### src/sv/wsr_pkg.sv
// Shared types and constants for the windowed spike-rate unit.
// No dependencies; imported by every module of the block.
`timescale 1ns / 1ps

package wsr_pkg;

  // Fixed field widths of the ports
  localparam int ACTION_W = 2;
  localparam int INDEX_W  = 12;
  localparam int VALUE_W  = 16;
  localparam int CFG_W    = 7;
  localparam int SUM_W    = 29;

  // Width for start + length bounds checks (covers every legal train depth)
  localparam int CHK_W = 18;

  // Action codes, also used as command kinds between front and back
  localparam logic [ACTION_W-1:0] ACT_COEF   = 2'd0;
  localparam logic [ACTION_W-1:0] ACT_SAMPLE = 2'd1;
  localparam logic [ACTION_W-1:0] ACT_QUERY  = 2'd2;

  // Q1.15 one, the largest coefficient stored
  localparam logic [VALUE_W-1:0] COEF_ONE = 16'h8000;

  localparam logic [CFG_W-1:0] WINDOW_LENGTH_RESET = 7'd64;
  localparam logic [SUM_W-1:0] SUM_MAX = {SUM_W{1'b1}};

  // Defaults of the top-level parameters
  localparam int DEF_WINDOW_DEPTH = 64;
  localparam int DEF_TRAIN_DEPTH  = 4096;
  localparam int DEF_SAMPLE_BITS  = 8;

  // Command queue between front and back
  localparam int QUEUE_DEPTH = 4;
  localparam int QUEUE_AW    = 2;

  // Decoded command handed from front to back
  typedef struct packed {
    logic [ACTION_W-1:0] kind;
    logic [INDEX_W-1:0]  addr;
    logic [VALUE_W-1:0]  data;
    logic [CFG_W-1:0]    len;
    logic                flag;
  } cmd_t;

endpackage

### src/sv/wsr_queue.sv
// Short command queue that decouples the front end from the MAC back end.
// Depends on wsr_pkg.
`timescale 1ns / 1ps

module wsr_queue (
  input  logic          clk,
  input  logic          rst,
  input  logic          push,
  input  wsr_pkg::cmd_t push_cmd,
  output logic          ready,
  output logic          valid,
  output wsr_pkg::cmd_t head,
  input  logic          pop
);
  import wsr_pkg::*;

  cmd_t                entries [QUEUE_DEPTH];
  logic [QUEUE_AW-1:0] wr_ptr;
  logic [QUEUE_AW-1:0] rd_ptr;
  logic [QUEUE_AW:0]   count;
  logic                do_push;
  logic                do_pop;

  assign ready   = count < (QUEUE_AW+1)'(QUEUE_DEPTH);
  assign valid   = count != '0;
  assign head    = entries[rd_ptr];
  assign do_push = push && ready;
  assign do_pop  = pop && valid;

  // Pointers and fill level
  always_ff @(posedge clk) begin
    if (rst) begin
      wr_ptr <= '0;
      rd_ptr <= '0;
      count  <= '0;
    end else begin
      if (do_push) wr_ptr <= wr_ptr + 1'b1;
      if (do_pop)  rd_ptr <= rd_ptr + 1'b1;
      if (do_push && !do_pop)      count <= count + 1'b1;
      else if (do_pop && !do_push) count <= count - 1'b1;
    end
  end

  // Entry storage
  always_ff @(posedge clk) begin
    if (do_push) begin
      entries[wr_ptr] <= push_cmd;
    end
  end

endmodule

### config.mk
export PLATFORM = sky130hd
export DESIGN_NAME = wsr_queue
export DESIGN_NICKNAME = d
export VERILOG_FILES = /design/src/sv/wsr_pkg.sv /design/src/sv/wsr_queue.sv
export SDC_FILE = /design/constraint.sdc
export NUM_CORES = 1
export LEC_CHECK = 0
export BUFFER_PORTS_ARGS = -buffer_cell sky130_fd_sc_hd__clkbuf_2
export CORE_MARGIN = 8
export CORE_UTILIZATION = 45
export CTS_BUF_LIST = sky130_fd_sc_hd__clkbuf_2 sky130_fd_sc_hd__clkbuf_4 sky130_fd_sc_hd__clkbuf_8
export CTS_CLUSTER_DIAMETER = 150
export DETAILED_ROUTE_END_ITERATION = 8
export PLACE_DENSITY = 0.71
export SYNTH_ARGS = -nofsm -noshare
export SYNTH_HDL_FRONTEND = slang
export SYNTH_SLANG_ARGS = --single-unit
### constraint.sdc
create_clock -name clk -period 3.9 [get_ports clk]
set_input_delay 0.78 -clock clk [delete_from_list [all_inputs] [get_ports clk]]
set_output_delay 0.78 -clock clk [all_outputs]
set_load 0.05 [all_outputs]
==> results of run 1 <==
worst min path at each step:
stage,startpoint,slack (ns),cells after the start,end
3_5_place_dp,rd_ptr[0],0.51,2,rd_ptr[0]
2_1_floorplan,rd_ptr[1],0.48,2,flip-flop
4_1_cts,push_cmd[37],0.51,1,entries[3][37]
3_3_place_gp,rd_ptr[1],0.50,2,flip-flop
6_report,rd_ptr[0],0.54,2,rd_ptr[0]
5_1_grt,push_cmd[17],0.52,1,entries[2][17]
sequential cells by signal (all words and copies together) (netlist names), named ones only:
| signal | flops |
|---|---|
| entries | 152 |
| count | 3 |
| wr_ptr | 2 |
| rd_ptr | 2 |
area by class of cell:
class	count	share of cell area
clock buffers	17	0.0340
clock inverters	15	0.0200
inverters	4	0.00218
multi-input cells	69	0.160
flip-flops and latches	161	0.690
well taps	176	0.0320
repair buffers	84	0.0621
placed cells by master, fill, tap and decap left out, drive strengths merged, types with 2 or more instances in the layout:
cell type	instances
edfxtp	152
clkbuf	98
mux4	38
dfxtp	9
nor2	7
clkinv	7
inv	6
ha	5
clkinvlp	5
and2	4
xor2	4
buf	3
or3	2
mux2i	2
per-stage QoR:
| stage | area (sq um) | cells |
|---|---|---|
| floorplan | 5940 | 244 |
| global placement | 6520 | 494 |
| detailed placement | 6520 | 494 |
| CTS | 6890 | 526 |
| global route | 6890 | 526 |
| finish | 6890 | 526 |
power by group:
| group | internal (mW) | switching (mW) |
|---|---|---|
| Sequential | 2.11 | 0.189 |
| Combinational | 0.500 | 1.05 |
| Clock | 0.507 | 0.596 |
| Total | 3.12 | 1.83 |
kinds of logic (layout without fill, tap and decap cells):
group,after synthesis,after routing,synth area share
fa+ha+maj,6,6,0.0139
flops,161,161,0.798
mux,40,40,0.147
compound gates,4,4,0.00442
xor+xnor,5,5,0.00737
buf+inv,14,120,0.0170
simple gates,14,14,0.0118
critical path, delay by kind of cell, from the launching register on:
kind	cells	cell delay, ns
flops	1	0.88
buf+inv	1	0.26
mux	1	0.62
layer usage:
metal  track usage  vias to the layer above  wire length [microns]
li1              -                     1207                      -
met1         0.159                     1377                   4310
met4        0.0608                        0                    138
met3        0.0511                       13                    732
met2         0.194                       68                   4960
met5             0                        -                      0
==> flow_summary.toml, run 1 <==
[setup_path]
timing.rr.end = "count[2]"
cpPeakStageDelay_ns = 0.88
critPathLaunchType = "flip-flop"
cp.arrival_ns = 2.22
reg2reg_setup_slack_ns = 1.72
slowest_stage = "dfxtp_4"
crit_fanout = 38
end_kind = "output pin"
worstSetupPathType = "flip-flop to output pin"
required_ns = 3.12
worstReg2RegStart = "count[0]"
ff2ff_path_depth = 7
crit_chain = "mux4_2, clkbuf_2"
setup.worst_path.end = "head[0]"

[timing]
grt_setup_unrepaired = "no"
timing.final.ws_setup_ns = 0.899
timing.final.crit_share = 0.769
hold_violations = 0
tightest_slew_ns = 1.07
setup_viol = 0
fin_tns_setup_ns = 0
maxSlewViolCount = 0
fin_crit_ns = 3.00
holdWs_ns = 0.544
max_slew_margin = 0.288
fin_skew_ns = 0.00686
fmax_mhz = 333

[synth]
synth_cell_types = 22
yosysWarnings = 0
ys_top_cells_by_count = "edfxtp_1 (152), mux4_2 (38), dfxtp_1 (9)"
synthArstFlopShare = 0
avgSynthCellArea_sq_um = 24.4
synth_top_area_share = 0.768
synth.most_common_cell = "edfxtp_1"
synth_area_leaders = "edfxtp_1 (77%), mux4_2 (14%), dfxtp_1 (3.0%)"
yosys.area.top_type = "edfxtp_1"
netlist_area_sq_um = 5940
synth_seq_cells = 161
ys_seq_area_frac = 0.798
synthesis.nets = 292
syn_inst = 244
synthFlopType = "edfxtp_1"
synth_edf_count = 152

[clock_network]
cts_tree = "built"
clock_latency_ns = 0.44
cts-root-buf = "clkbuf_8"
numCtsBuffers = 17
htreeDepth = 4
path_clk_slew_ns = 0.08
cts.sinks = 161
cts_max_path_buffers = 2
post_cts_buffers = 0
hold_buffers = 0
ctsResizeCount = 0

[status]
outcome = "finished clean"

[routing]
routed-via-count = 2665
drc = 0
first_pass_iters = 6
drt_iter0_markers = 182
antenna_left = 0
routed_wl_mm = 10.1
viasPerCell = 5.07
drt-wirelength-per-cell_microns = 19.3

[power_and_ir_drop]
ir_drop_v = 0.000454
p_leak_nw = 2.32
p_per_area_nw_per_um2 = 719
total_power_mw = 4.95

[global_routing]
grt_pass1_wl_mm = 15.7
grt.total_usage = 0.128
antenna_found_initial = 0
grt_overflow = 0
grt_max_degree = 39
grt_pass1_vias = 2867

[finish]
final_core_util = 0.526
multiInputGateArea_sq_um = 1100
drive_gt1_frac = 0.454
num-nets-final = 385
fill_cells = 1029
antenna_cells = 0
area_growth_pct = 15.9
ff_latch_area_sq_um = 4750

[floorplanning]
die_h_microns = 131
initial_core_util = 0.454
die_x_microns = 131
pin_count = 82
die_area_sq_um = 17100
core_sq_um = 13100
row_count = 42

[flow_run]
maxCapViolations = 0

[placement]
dp_slack_ns = 1.23
port_buffers = 81
hpwl_mm = 6.12
gp_congestion = 0.673

[min_path]
hold_path.class = "flip-flop to flip-flop"
Note: power is estimated with default switching activity, not from simulation.
==> run 2: changes to the inputs <==
ABC_AREA = 1   (was default)
PLACE_DENSITY = 0.73   (was 0.71)
clock period = 2.6 ns   (was 3.9 ns; I/O delays follow)
==> run 2 against run 1 <==
Synthesized cell count is 77% higher. Combinational power is 71% higher. Clock power grew 74%. Critical path type unchanged. Largest power group unchanged.
==> flow_summary.toml, run 2 <==
[status]
outcome = "finished clean"

[synth]
synth.most_common_cell = "edfxtp_1"
synthArstFlopShare = 0
synth_area_leaders = "edfxtp_1 (75%), o21ai_0 (5.9%), nor2_1 (5.2%)"
avgSynthCellArea_sq_um = 14.1
syn_inst = 431
synthFlopType = "edfxtp_1"
synth_seq_cells = 161
synth_edf_count = 152
synth_top_area_share = 0.748
ys_top_cells_by_count = "edfxtp_1 (152), nor2_1 (85), o21ai_0 (72)"
yosysWarnings = 0
ys_seq_area_frac = 0.778
yosys.area.top_type = "edfxtp_1"
netlist_area_sq_um = 6100
synthesis.nets = 479
synth_cell_types = 18

[setup_path]
cpPeakStageDelay_ns = 0.34
worstSetupPathType = "flip-flop to output pin"
end_kind = "output pin"
slowest_stage = "dfxtp_2"
required_ns = 2.08
crit_fanout = 38
cp.arrival_ns = 1.95
critPathLaunchType = "flip-flop"
crit_chain = "inv_2, buf_12, o21ai_0, o22ai_1, clkbuf_2"

[timing]
holdWs_ns = 0.278
grt_setup_unrepaired = "no"
timing.final.crit_share = 0.951
fin_skew_ns = 0.0111
fmax_mhz = 404
tightest_slew_ns = 0.369
maxSlewViolCount = 0
hold_violations = 0
setup_viol = 0
max_slew_margin = 0.754
fin_crit_ns = 2.47

[routing]
drt-wirelength-per-cell_microns = 18.3
wl_met1_mm = 5.50
routed-via-count = 3778
antenna_left = 0
highest_layer = "met5"
dr_wl_met3_microns = 870
viasPerCell = 5.30
first_pass_iters = 4
drc = 0
dr_wl_met2_mm = 6.53
routed_wl_mm = 13.1
drt_iter0_markers = 300

[finish]
multiInputGateArea_sq_um = 1160
antenna_cells = 0
fill_cells = 1094
num-nets-final = 572
mostFrequentLayoutCells = "edfxtp_1 (152), nor2_1 (81), clkbuf_2 (81)"
final_core_util = 0.542
reg_top3 = "entries (152), count (3)"
area_growth_pct = 17.6
drive_gt1_frac = 0.255
final_common_cell = "edfxtp_1"
largest_register = "entries"
final_cells = 713
largest_reg_flops = 152
ff_latch_area_sq_um = 4750

[floorplanning]
die_area_sq_um = 17500
die_x_microns = 132
core_sq_um = 13200
initial_core_util = 0.461
die_h_microns = 132
pin_count = 82
row_count = 42

[global_routing]
grt_max_degree = 77
grt_pass1_vias = 3996
grt_overflow = 0
antenna_found_initial = 1
grt.total_usage = 0.153
grt_pass1_wl_mm = 20.8

[clock_network]
cts-root-buf = "clkbuf_8"
path_clk_slew_ns = 0.08
hold_buffers = 0
cts.sinks = 161
htreeDepth = 4
clock_latency_ns = 0.44
post_cts_buffers = 0
numCtsBuffers = 17
cts_tree = "built"
cts_max_path_buffers = 2
ctsResizeCount = 0

[power_and_ir_drop]
ir_drop_v = 0.000660
p_per_area_nw_per_um2 = 1090
total_power_mw = 7.78
p_leak_nw = 2.57

[placement]
gp_congestion = 0.715
port_buffers = 81
dp.cells = 681
hpwl_mm = 8.20

[min_path]
hold_path.class = "input port to flip-flop"

[flow_run]
maxCapViolations = 0
[run 2: path summary, 6_finish.rpt]
path	start	to	slack, ns	cells after the start
setup reg to reg	count[0]	count[2]	0.74	12
hold reg to reg	count[0]	count[0]	0.52	1
hold / removal	rst	rd_ptr[0]	0.28	2
setup / recovery	flip-flop	head[29]	0.13	5
[run 2: cell type report]
class,instances,share of cell area
flip-flops and latches,161,0.662
multi-input cells,230,0.162
repair buffers,98,0.0778
clock buffers,23,0.0415
well taps,176,0.0307
clock inverters,9,0.0183
inverters,16,0.00837
[run 2: where the power goes]
group	total [mW]	leakage [nW]	internal [mW]	switching (mW)
combinational	2.65	0.898	0.586	2.06
clock	1.91	0.212	1.06	0.852
sequential	3.23	1.46	3.14	0.0847
total	7.78	2.57	4.78	3.00
[run 2: through the flow]
| stage | area, sq um | TNS [ns] | worst slack (ns) |
|---|---|---|---|
| floorplan | 6100 | -61.48 | -0.404 |
| global placement | 6740 | 0 | 0.632 |
| detailed placement | 6740 | 0 | 0.601 |
| CTS | 7170 | 0 | 0.0982 |
| global route | 7170 | 0 | 0.00186 |
| finish | 7170 | 0 | 0.127 |
[run 2: cells by family after synthesis]
group                    Yosys count  synth area share
AO/OA/AOI/OAI                    124             0.110
adder cells (fa/ha/maj)            6            0.0135
buffers and inverters             40            0.0367
flip-flops                       161             0.778
AND/OR/NAND/NOR                  100            0.0622
[run 2: critical path: cells and delay by family, from the launching register on]
kind / cells / cell delay, ns
buffers and inverters: 3 / 0.84
AO/OA/AOI/OAI: 2 / 0.32
flip-flops: 1 / 0.34
[run 2: routing by layer]
layer / global-route usage / up-vias
met3: 0.0572 / 15
met2: 0.256 / 127
met4: 0.0568 / 2
met5: 0 / -
li1: - / 1781
met1: 0.174 / 1853
