### src/sv/wsr_pkg.sv
// Shared types and constants for the windowed spike-rate unit.
// No dependencies; imported by every module of the block.
`timescale 1ns / 1ps

package wsr_pkg;

  // Fixed field widths of the ports
  localparam int ACTION_W = 2;
  localparam int INDEX_W  = 12;
  localparam int VALUE_W  = 16;
  localparam int CFG_W    = 7;
  localparam int SUM_W    = 29;

  // Width for start + length bounds checks (covers every legal train depth)
  localparam int CHK_W = 18;

  // Action codes, also used as command kinds between front and back
  localparam logic [ACTION_W-1:0] ACT_COEF   = 2'd0;
  localparam logic [ACTION_W-1:0] ACT_SAMPLE = 2'd1;
  localparam logic [ACTION_W-1:0] ACT_QUERY  = 2'd2;

  // Q1.15 one, the largest coefficient stored
  localparam logic [VALUE_W-1:0] COEF_ONE = 16'h8000;

  localparam logic [CFG_W-1:0] WINDOW_LENGTH_RESET = 7'd64;
  localparam logic [SUM_W-1:0] SUM_MAX = {SUM_W{1'b1}};

  // Defaults of the top-level parameters
  localparam int DEF_WINDOW_DEPTH = 64;
  localparam int DEF_TRAIN_DEPTH  = 4096;
  localparam int DEF_SAMPLE_BITS  = 8;

  // Command queue between front and back
  localparam int QUEUE_DEPTH = 4;
  localparam int QUEUE_AW    = 2;

  // Decoded command handed from front to back
  typedef struct packed {
    logic [ACTION_W-1:0] kind;
    logic [INDEX_W-1:0]  addr;
    logic [VALUE_W-1:0]  data;
    logic [CFG_W-1:0]    len;
    logic                flag;
  } cmd_t;

endpackage

### src/sv/wsr_front.sv
// Front end: input transfer, window_length register, command decode.
// Depends on wsr_pkg.
`timescale 1ns / 1ps

module wsr_front #(
  parameter int WINDOW_DEPTH = wsr_pkg::DEF_WINDOW_DEPTH,
  parameter int TRAIN_DEPTH  = wsr_pkg::DEF_TRAIN_DEPTH,
  parameter int SAMPLE_BITS  = wsr_pkg::DEF_SAMPLE_BITS
) (
  input  logic                         clk,
  input  logic                         rst,
  input  logic                         in_valid,
  output logic                         in_stall,
  input  logic [wsr_pkg::ACTION_W-1:0] action,
  input  logic [wsr_pkg::INDEX_W-1:0]  index,
  input  logic [wsr_pkg::VALUE_W-1:0]  value,
  input  logic                         cfg_valid,
  output logic                         cfg_ready,
  input  logic [wsr_pkg::CFG_W-1:0]    window_length,
  output logic                         cmd_valid,
  output wsr_pkg::cmd_t                cmd,
  input  logic                         cmd_ready
);
  import wsr_pkg::*;

  logic [CFG_W-1:0] wlen;
  logic [CFG_W-1:0] eff_len;
  logic             accept;
  logic             keep;
  logic             advance;
  cmd_t             dec;

  // Config register, always ready
  assign cfg_ready = 1'b1;

  always_ff @(posedge clk) begin
    if (rst) begin
      wlen <= WINDOW_LENGTH_RESET;
    end else if (cfg_valid) begin
      wlen <= window_length;
    end
  end

  // Length clipped to the coefficient store
  assign eff_len = (CHK_W'(wlen) > CHK_W'(WINDOW_DEPTH)) ? CFG_W'(WINDOW_DEPTH) : wlen;

  // Decode and classify; writes outside a store and the unused action are dropped
  always_comb begin
    dec.kind = action;
    dec.addr = index;
    dec.len  = eff_len;
    dec.flag = (CHK_W'(index) + CHK_W'(eff_len)) > CHK_W'(TRAIN_DEPTH);
    dec.data = value;
    keep     = 1'b0;
    case (action)
      ACT_COEF: begin
        dec.data = (value > COEF_ONE) ? COEF_ONE : value;
        keep     = CHK_W'(index) < CHK_W'(WINDOW_DEPTH);
      end
      ACT_SAMPLE: begin
        dec.data = VALUE_W'(value[SAMPLE_BITS-1:0]);
        keep     = CHK_W'(index) < CHK_W'(TRAIN_DEPTH);
      end
      ACT_QUERY: begin
        keep = 1'b1;
      end
      default: begin
        keep = 1'b0;
      end
    endcase
  end

  // One-entry holding register toward the queue
  assign in_stall = cmd_valid && !cmd_ready;
  assign accept   = in_valid && !in_stall;
  assign advance  = !cmd_valid || cmd_ready;

  always_ff @(posedge clk) begin
    if (rst) begin
      cmd_valid <= 1'b0;
    end else if (advance) begin
      cmd_valid <= accept && keep;
    end
  end

  always_ff @(posedge clk) begin
    if (advance && accept) begin
      cmd <= dec;
    end
  end

endmodule

### config.mk
export PLATFORM = sky130hd
export DESIGN_NAME = wsr_front
export DESIGN_NICKNAME = d
export VERILOG_FILES = /design/src/sv/wsr_pkg.sv /design/src/sv/wsr_front.sv
export SDC_FILE = /design/constraint.sdc
export NUM_CORES = 1
export LEC_CHECK = 0
export ABC_AREA = 1
export ABC_CLOCK_PERIOD_IN_PS = 2800
export BUFFER_PORTS_ARGS = -buffer_cell sky130_fd_sc_hd__buf_4
export CAP_MARGIN = 30
export CELL_PAD_IN_SITES_DETAIL_PLACEMENT = 0
export CELL_PAD_IN_SITES_GLOBAL_PLACEMENT = 1
export CORE_UTILIZATION = 36
export DETAILED_ROUTE_END_ITERATION = 8
export PLACE_DENSITY = 0.88
export REMOVE_ABC_BUFFERS = 1
export SYNTH_ARGS = -nofsm -noshare
export SYNTH_HDL_FRONTEND = slang
export SYNTH_SLANG_ARGS = --single-unit
### constraint.sdc
create_clock -name clk -period 2.8 [get_ports clk]
set_input_delay 0.14 -clock clk [delete_from_list [all_inputs] [get_ports clk]]
set_output_delay 0.14 -clock clk [all_outputs]
set_load 0.02 [all_outputs]
==> results of run 1 <==
[cell usage in the layout, fill, tap and decap left out, types with 2 or more instances in the layout]
master / count
inv_1: 54
a21oi_1: 9
nand3_1: 12
edfxtp_1: 38
nor4_1: 4
ha_1: 9
xor2_1: 2
dfxtp_1: 8
nand4_1: 4
o21ai_0: 9
clkbuf_8: 5
buf_4: 81
nand2_1: 61
nand2_2: 2
nor2_1: 31
[through the flow]
stage	power [mW]	std cells	cell area [µm²]
floorplan	0.990	256	2310
global placement	1.13	413	3030
detailed placement	1.13	413	3030
CTS	1.60	422	3150
global route	1.66	422	3160
finish	1.59	422	3160
[per-layer routing]
layer | GRT usage | routed length [µm]
met3 | 0.0451 | 429
met5 | 0 | 0
met4 | 0.0448 | 57
met2 | 0.291 | 2470
met1 | 0.173 | 2070
[sequential cells by signal, summed over array words and instances (netlist names)]
| register | cells |
|---|---|
| wlen | 7 |
| cmd_valid | 1 |
| cmd | 38 |
[cell type report]
class	count	area (µm²)
timing repair buffer	83	638
clock buffer	6	93.8
fill	585	2940
multi-input combinational	155	811
inverter	55	206
clock inverter	2	13.8
sequential	46	1300
tap	75	93.8
[worst max-delay path, stage by stage, from the launching register on]
cell	delay, ns
dfxtp_1	0.32
inv_1	0.08
nand4_1	0.11
o31ai_2	0.19
inv_1	0.09
nor2_1	0.16
ha_2	0.23
fa_1	0.40
inv_1	0.06
nand2_1	0.05
nor2_1	0.10
nand2_1	0.05
nor2_1	0.08
nand2_1	0.05
nor2_1	0.08
nand2_1	0.05
nor2_1	0.10
nor2_1	0.05
[final timing paths]
path / end / slack (ns) / cells after the start
setup reg to reg: cmd[0]$_DFFE_PP_ / 0.31 / 17
hold / removal: cmd[29]$_DFFE_PP_ / 0.02 / 1
hold reg to reg: wlen[1]$_SDFFE_PP0P_ / 0.49 / 2
setup / recovery: cmd[0]$_DFFE_PP_ / 0.31 / 17
[power by group]
group	internal, mW	switching [mW]
registers	0.793	0.0144
logic	0.132	0.180
clock network	0.232	0.241
[logic make-up after synthesis]
logic type / synth area share
AND/OR/NAND/NOR: 0.224
buffers and inverters: 0.0996
flip-flops: 0.557
AO/OA/AOI/OAI: 0.0487
adder cells (fa/ha/maj): 0.0621
XOR/XNOR: 0.00750
other: 0.00160
[timing repair]
item | in CTS | in global routing
endpoints found under the setup margin | 0 | 1
resized for setup | 0 | 2
endpoints found under the hold margin | 1 | 0
hold buffers | 1 | 0
==> out/metrics.csv, run 1 <==
stage;metric;value;unit
status;status;finished, final reports clean;
timing;finalClockSkew;0.00747;ns
min_path;hold_path_class;in2reg;
flow_run;cap_violations;0;
floorplan;design.core.area;0.00610;mm²
drt;vias_per_cell;4.54;
timing;whs;0.0230;ns
timing;setup_violations;0;
synth;syn_inst;260;
timing;tightestPinTransition;0.568;ns
power;vdd_drop_max;0.316;mV
min_path;min-delay-start;index[5];
drt;wire_per_inst;11.9;µm
floorplan;rows;28;
synth;synth_edf_count;38;
place;place.port_buffers;81;
place;dp_hpwl;4010;µm
power;powerDensity;504;mW/mm²
grt;grt_pass1_wl;7990;µm
grt;overflow;0;
grt;grt_antenna_before_repair;0;
synth;synth-seq-area-share;0.557;
floorplan;fp.dieW;82.6;µm
worst_setup_path;cp.required;2.86;ns
finish;final_core_util;0.518;
synth;async_reset_ff_frac;0;
place;place_congestion;0.832;
synth;synthFlopType;edfxtp_1;
timing;rsz0062_at_grt;false;
drt;drc;0;
clock_network;path_clk_slew;0.09;ns
synth;yosysTopAreaCell;edfxtp_1;
worst_setup_path;r2r_start;wlen[3]$_SDFFE_PP0P_;
synth;ys_types;28;
synth;yosysMostFrequentCell;nand2_1;
synth;syn_area;0.00234;mm²
synth;yosys_warnings;0;
floorplan;start_util;0.383;
drt;routed_wl;5030;µm
timing;period_needed;2.49;ns
timing;clock.fmax;401;MHz
finish;num_antenna_cells;0;
clock_network;root_buffer;clkbuf_8;
timing;fin_setup_tns;0;ns
worst_setup_path;crit_fanout;3;
clock_network;clockBufferDepth;2;
drt;drtPass1Iterations;4;
timing;slew_headroom;0.621;
power;p_leak;1.56;nW
drt;drt.antenna.violating_nets;0;
synth;synth_top_area_frac;0.488;
place;place_ws;0.286;ns
grt;grt_max_degree;26;
clock_network;cts.sinks;46;
timing;finalCritPeriodShare;0.890;
synth;ys_top_cells_by_count;nand2_1 (61), inv_1 (54), edfxtp_1 (38);
floorplan;dieArea;0.00682;mm²
finish;area_growth;35.1;%
drt;drtIter0Drc;105;
worst_setup_path;cp.arrival;2.55;ns
clock_network;h-tree-depth;2;
synth;synth.area.top_cells;edfxtp_1 (49%), nand2_1 (9.8%), inv_1 (8.7%);
worst_setup_path;worstSetupPathType;reg2reg;
clock_network;clkLatencyLatePin;0.30;ns
drt;vias;1916;
synth;ys_seq_elements;46;
clock_network;cts_tree;built;
grt;grtUsageTotal;0.157;
floorplan;num_io_pins;83;
worst_setup_path;endpoint_kind;register;
finish;finalNetCount;399;
floorplan;fp.dieH;82.6;µm
clock_network;cts_setup_buffers;0;
finish;drive_above_1_share;0.285;
timing;final_hold_viol_count;0;
clock_network;cts_buffers;5;
worst_setup_path;timing.critical_path.from;wlen[3]$_SDFFE_PP0P_;
timing;slew_violations;0;
grt;grt_pass1_vias;1883;
timing;worst_slack;0.309;ns
synth;avgSynthCellArea;8.99;µm²
worst_setup_path;startpoint_type;register;
(Power assumes the default switching activity.)
==> run 2, diff against run 1 <==
Settings changed: ABC_CLOCK_PERIOD_IN_PS 2800 to 2000, CORE_UTILIZATION 36 to 33, PLACE_DENSITY 0.88 to 0.73.
Clock period 2.8 ns to 2 ns, I/O delays scaled along.
==> run 2 against run 1 <==
Clock-buffer cell count stayed put. Wire length increased by 5.3%. Clock skew barely moved. Fmax is 2.1% higher. Sequential cell count is the same. Largest power group unchanged. Final area is 7.2% higher. The flow now finishes with violations (setup timing). Global-route usage down 0.12 points. Combinational power up 53%. Critical path type unchanged. Clock power increased by 37%. Worst setup slack worse by 0.75 ns. Via count grew 3.7%.
==> out/metrics.csv, run 2 (synthesized netlist as in run 1, its figures left out) <==
stage;metric;value;unit;change
worst_setup_path;cp_top_family;simple AND/OR/NAND/NOR gates;;
drt;wire_per_inst;11.3;µm;-5.1%
grt;grt_max_degree;22;;-15%
status;status;finished, violations left;;
place;place.port_buffers;81;;unchanged
finish;largest_reg_flops;38;;unchanged
power;switching_power;0.605;mW;+39%
worst_setup_path;critPathMostFrequentCell;nor2_1;;
worst_setup_path;slowest_delay;0.40;ns;about the same
timing;clock.fmax;410;MHz;+2.1%
power;p_leak;1.67;nW;+6.8%
finish;drive_above_1_share;0.315;;+0.0292
drt;vias;1987;;+3.7%
timing;worst_slack;-0.439;ns;-0.748 ns
grt;grtUsageTotal;0.156;;-0.00119
finish;final_common_cell;buf_4;;
timing;final_hold_viol_count;0;;unchanged
worst_setup_path;path_buf_inv;3;;unchanged
worst_setup_path;cp.required;2.05;ns;-0.81 ns
place;place_congestion;0.757;;-9.1%
floorplan;design.core.area;0.00683;mm²;+12%
grt;grt_pass1_wl;8960;µm;+12%
drt;drt.antenna.violating_nets;0;;unchanged
finish;layout_common_cells;buf_4 (96), nand2_1 (61), inv_1 (51);;
floorplan;fp.dieH;86.2;µm;+4.3%
timing;slew_violations;0;;unchanged
place;dp_hpwl;4210;µm;+4.9%
floorplan;rows;30;;+7.1%
min_path;hold_path_class;in2reg;;
clock_network;root_buffer;clkbuf_8;;
floorplan;start_util;0.342;;-0.0413
worst_setup_path;crit_fanout;3;;unchanged
clock_network;cts_setup_buffers;0;;unchanged
grt;grt_antenna_before_repair;0;;unchanged
power;p_comb_frac;0.211;;+0.016
power;powerDensity;666;mW/mm²;+32%
power;seqPwrFrac;0.501;;-0.006
floorplan;fp.dieW;86.2;µm;+4.3%
status;violations;setup timing;;
clock_network;cts.sinks;46;;unchanged
worst_setup_path;cp.arrival;2.49;ns;-0.06 ns
finish;area_growth;44.9;%;
worst_setup_path;endpoint_kind;register;;
timing;fin_setup_tns;-0.439;ns;-0.439 ns
clock_network;clockBufferDepth;2;;unchanged
floorplan;dieArea;0.00742;mm²;+8.9%
clock_network;cts_tree;built;;
finish;reg_top3;cmd: 38 flops, wlen: 7 flops, cmd_valid: 1 flops;;
grt;grt_pass1_vias;2040;;+8.3%
timing;period_needed;2.44;ns;-0.0520 ns
power;vdd_drop_max;0.238;mV;-25%
timing;finalCritPeriodShare;1.22;;+0.330
timing;whs;0.00750;ns;-0.0155 ns
worst_setup_path;slowest_stage;fa_1;;
worst_setup_path;startpoint_type;register;;
clock_network;h-tree-depth;2;;unchanged
clock_network;clkLatencyLatePin;0.30;ns;about the same
clock_network;path_clk_slew;0.09;ns;about the same
power;internal_power;1.65;mW;+43%
drt;vias_per_cell;4.25;;-6.5%
floorplan;num_io_pins;83;;unchanged
finish;finalNetCount;424;;+6.3%
finish;num_antenna_cells;0;;unchanged
worst_setup_path;worstSetupPathType;reg2reg;;
worst_setup_path;crit_chain;inv_1 > nand4_1 > o31ai_1 > inv_1 > nor2_2 > ha_2 > fa_1 > inv_1 > nand2_1 > nor2_1 > nand2_1 > nor2_1 > nand2_1 > nor2_1 > nand2_1 > nor2_1 > nor2_1;;
drt;drtIter0Drc;57;;-46%
grt;overflow;0;;unchanged
drt;routed_wl;5300;µm;+5.3%
timing;setup_violations;1;;+1
drt;drc;0;;unchanged
timing;rsz0062_at_grt;true;;
power;clockPowerShare;0.288;;-0.009
finish;top_register;cmd;;
flow_run;cap_violations;0;;unchanged
drt;drtPass1Iterations;4;;unchanged
timing;finalClockSkew;0.00706;ns;-0.000415 ns
clock_network;cts_buffers;5;;unchanged
power;swShare;0.268;;-0.00496
==> run 2: area by class of cell <==
| cell class | instances | area, µm² |
|---|---|---|
| Multi-Input combinational cell | 155 | 810 |
| Sequential cell | 46 | 1300 |
| Fill cell | 702 | 3450 |
| Clock buffer | 6 | 93.8 |
| Clock inverter | 2 | 13.8 |
| Tap cell | 96 | 120 |
| Inverter | 55 | 206 |
| Timing Repair Buffer | 108 | 841 |
==> run 2: final timing paths <==
check	start	endpoint	slack (ns)	cells after the start
setup / recovery	wlen[0]$_SDFFE_PP0P_	cmd[0]$_DFFE_PP_	-0.44	17
hold / removal	window_length[6]	wlen[6]$_SDFFE_PP1P_	0.008	3
setup reg to reg	wlen[0]$_SDFFE_PP0P_	cmd[0]$_DFFE_PP_	-0.44	17
hold reg to reg	wlen[2]$_SDFFE_PP0P_	wlen[2]$_SDFFE_PP0P_	0.49	2
==> run 2: metrics by stage <==
| step | cell area [µm²] | worst slack (ns) | utilization | total power, mW | cells |
|---|---|---|---|---|---|
| 2_1_floorplan | 2310 | -0.272 | - | 1.39 | 256 |
| 3_3_place_gp | 3150 | -0.413 | 0.461 | 1.61 | 448 |
| 3_5_place_dp | 3150 | -0.509 | 0.461 | 1.61 | 448 |
| 4_1_cts | 3360 | -0.450 | 0.492 | 2.27 | 466 |
| 5_1_grt | 3390 | -0.755 | 0.496 | 2.38 | 468 |
| 6_report | 3390 | -0.439 | 0.496 | 2.25 | 468 |
==> run 2: worst min-delay path: cells and delay by family <==
kind | cells | cell delay (ns)
buffers and inverters | 1 | 0.08
AND/OR/NAND/NOR | 2 | 0.10
==> run 2: power by group through the flow <==
stage / sequential (mW) / combinational [mW] / clock [mW]
after floorplan: 1.22 / 0.165 / 0
after detailed placement: 1.15 / 0.460 / 0
after CTS: 1.13 / 0.477 / 0.665
final: 1.13 / 0.476 / 0.649
after global routing: 1.13 / 0.532 / 0.714
after global placement: 1.15 / 0.456 / 0
==> run 2: repair_timing <==
| item | 4_1_cts | 5_1_grt |
|---|---|---|
| gates resized for setup | 3 | 3 |
| endpoints found under the setup margin | 1 | 9 |
| hold endpoints to repair | 10 | 2 |
| hold buffers | 10 | 2 |
==> run 2: per-layer routing <==
| metal | GRT usage | part of all wire |
|---|---|---|
| met2 | 0.263 | 0.45 |
| met1 | 0.192 | 0.46 |
| met4 | 0.0439 | 0.0096 |
| met5 | 0 | 0 |
| met3 | 0.0462 | 0.080 |
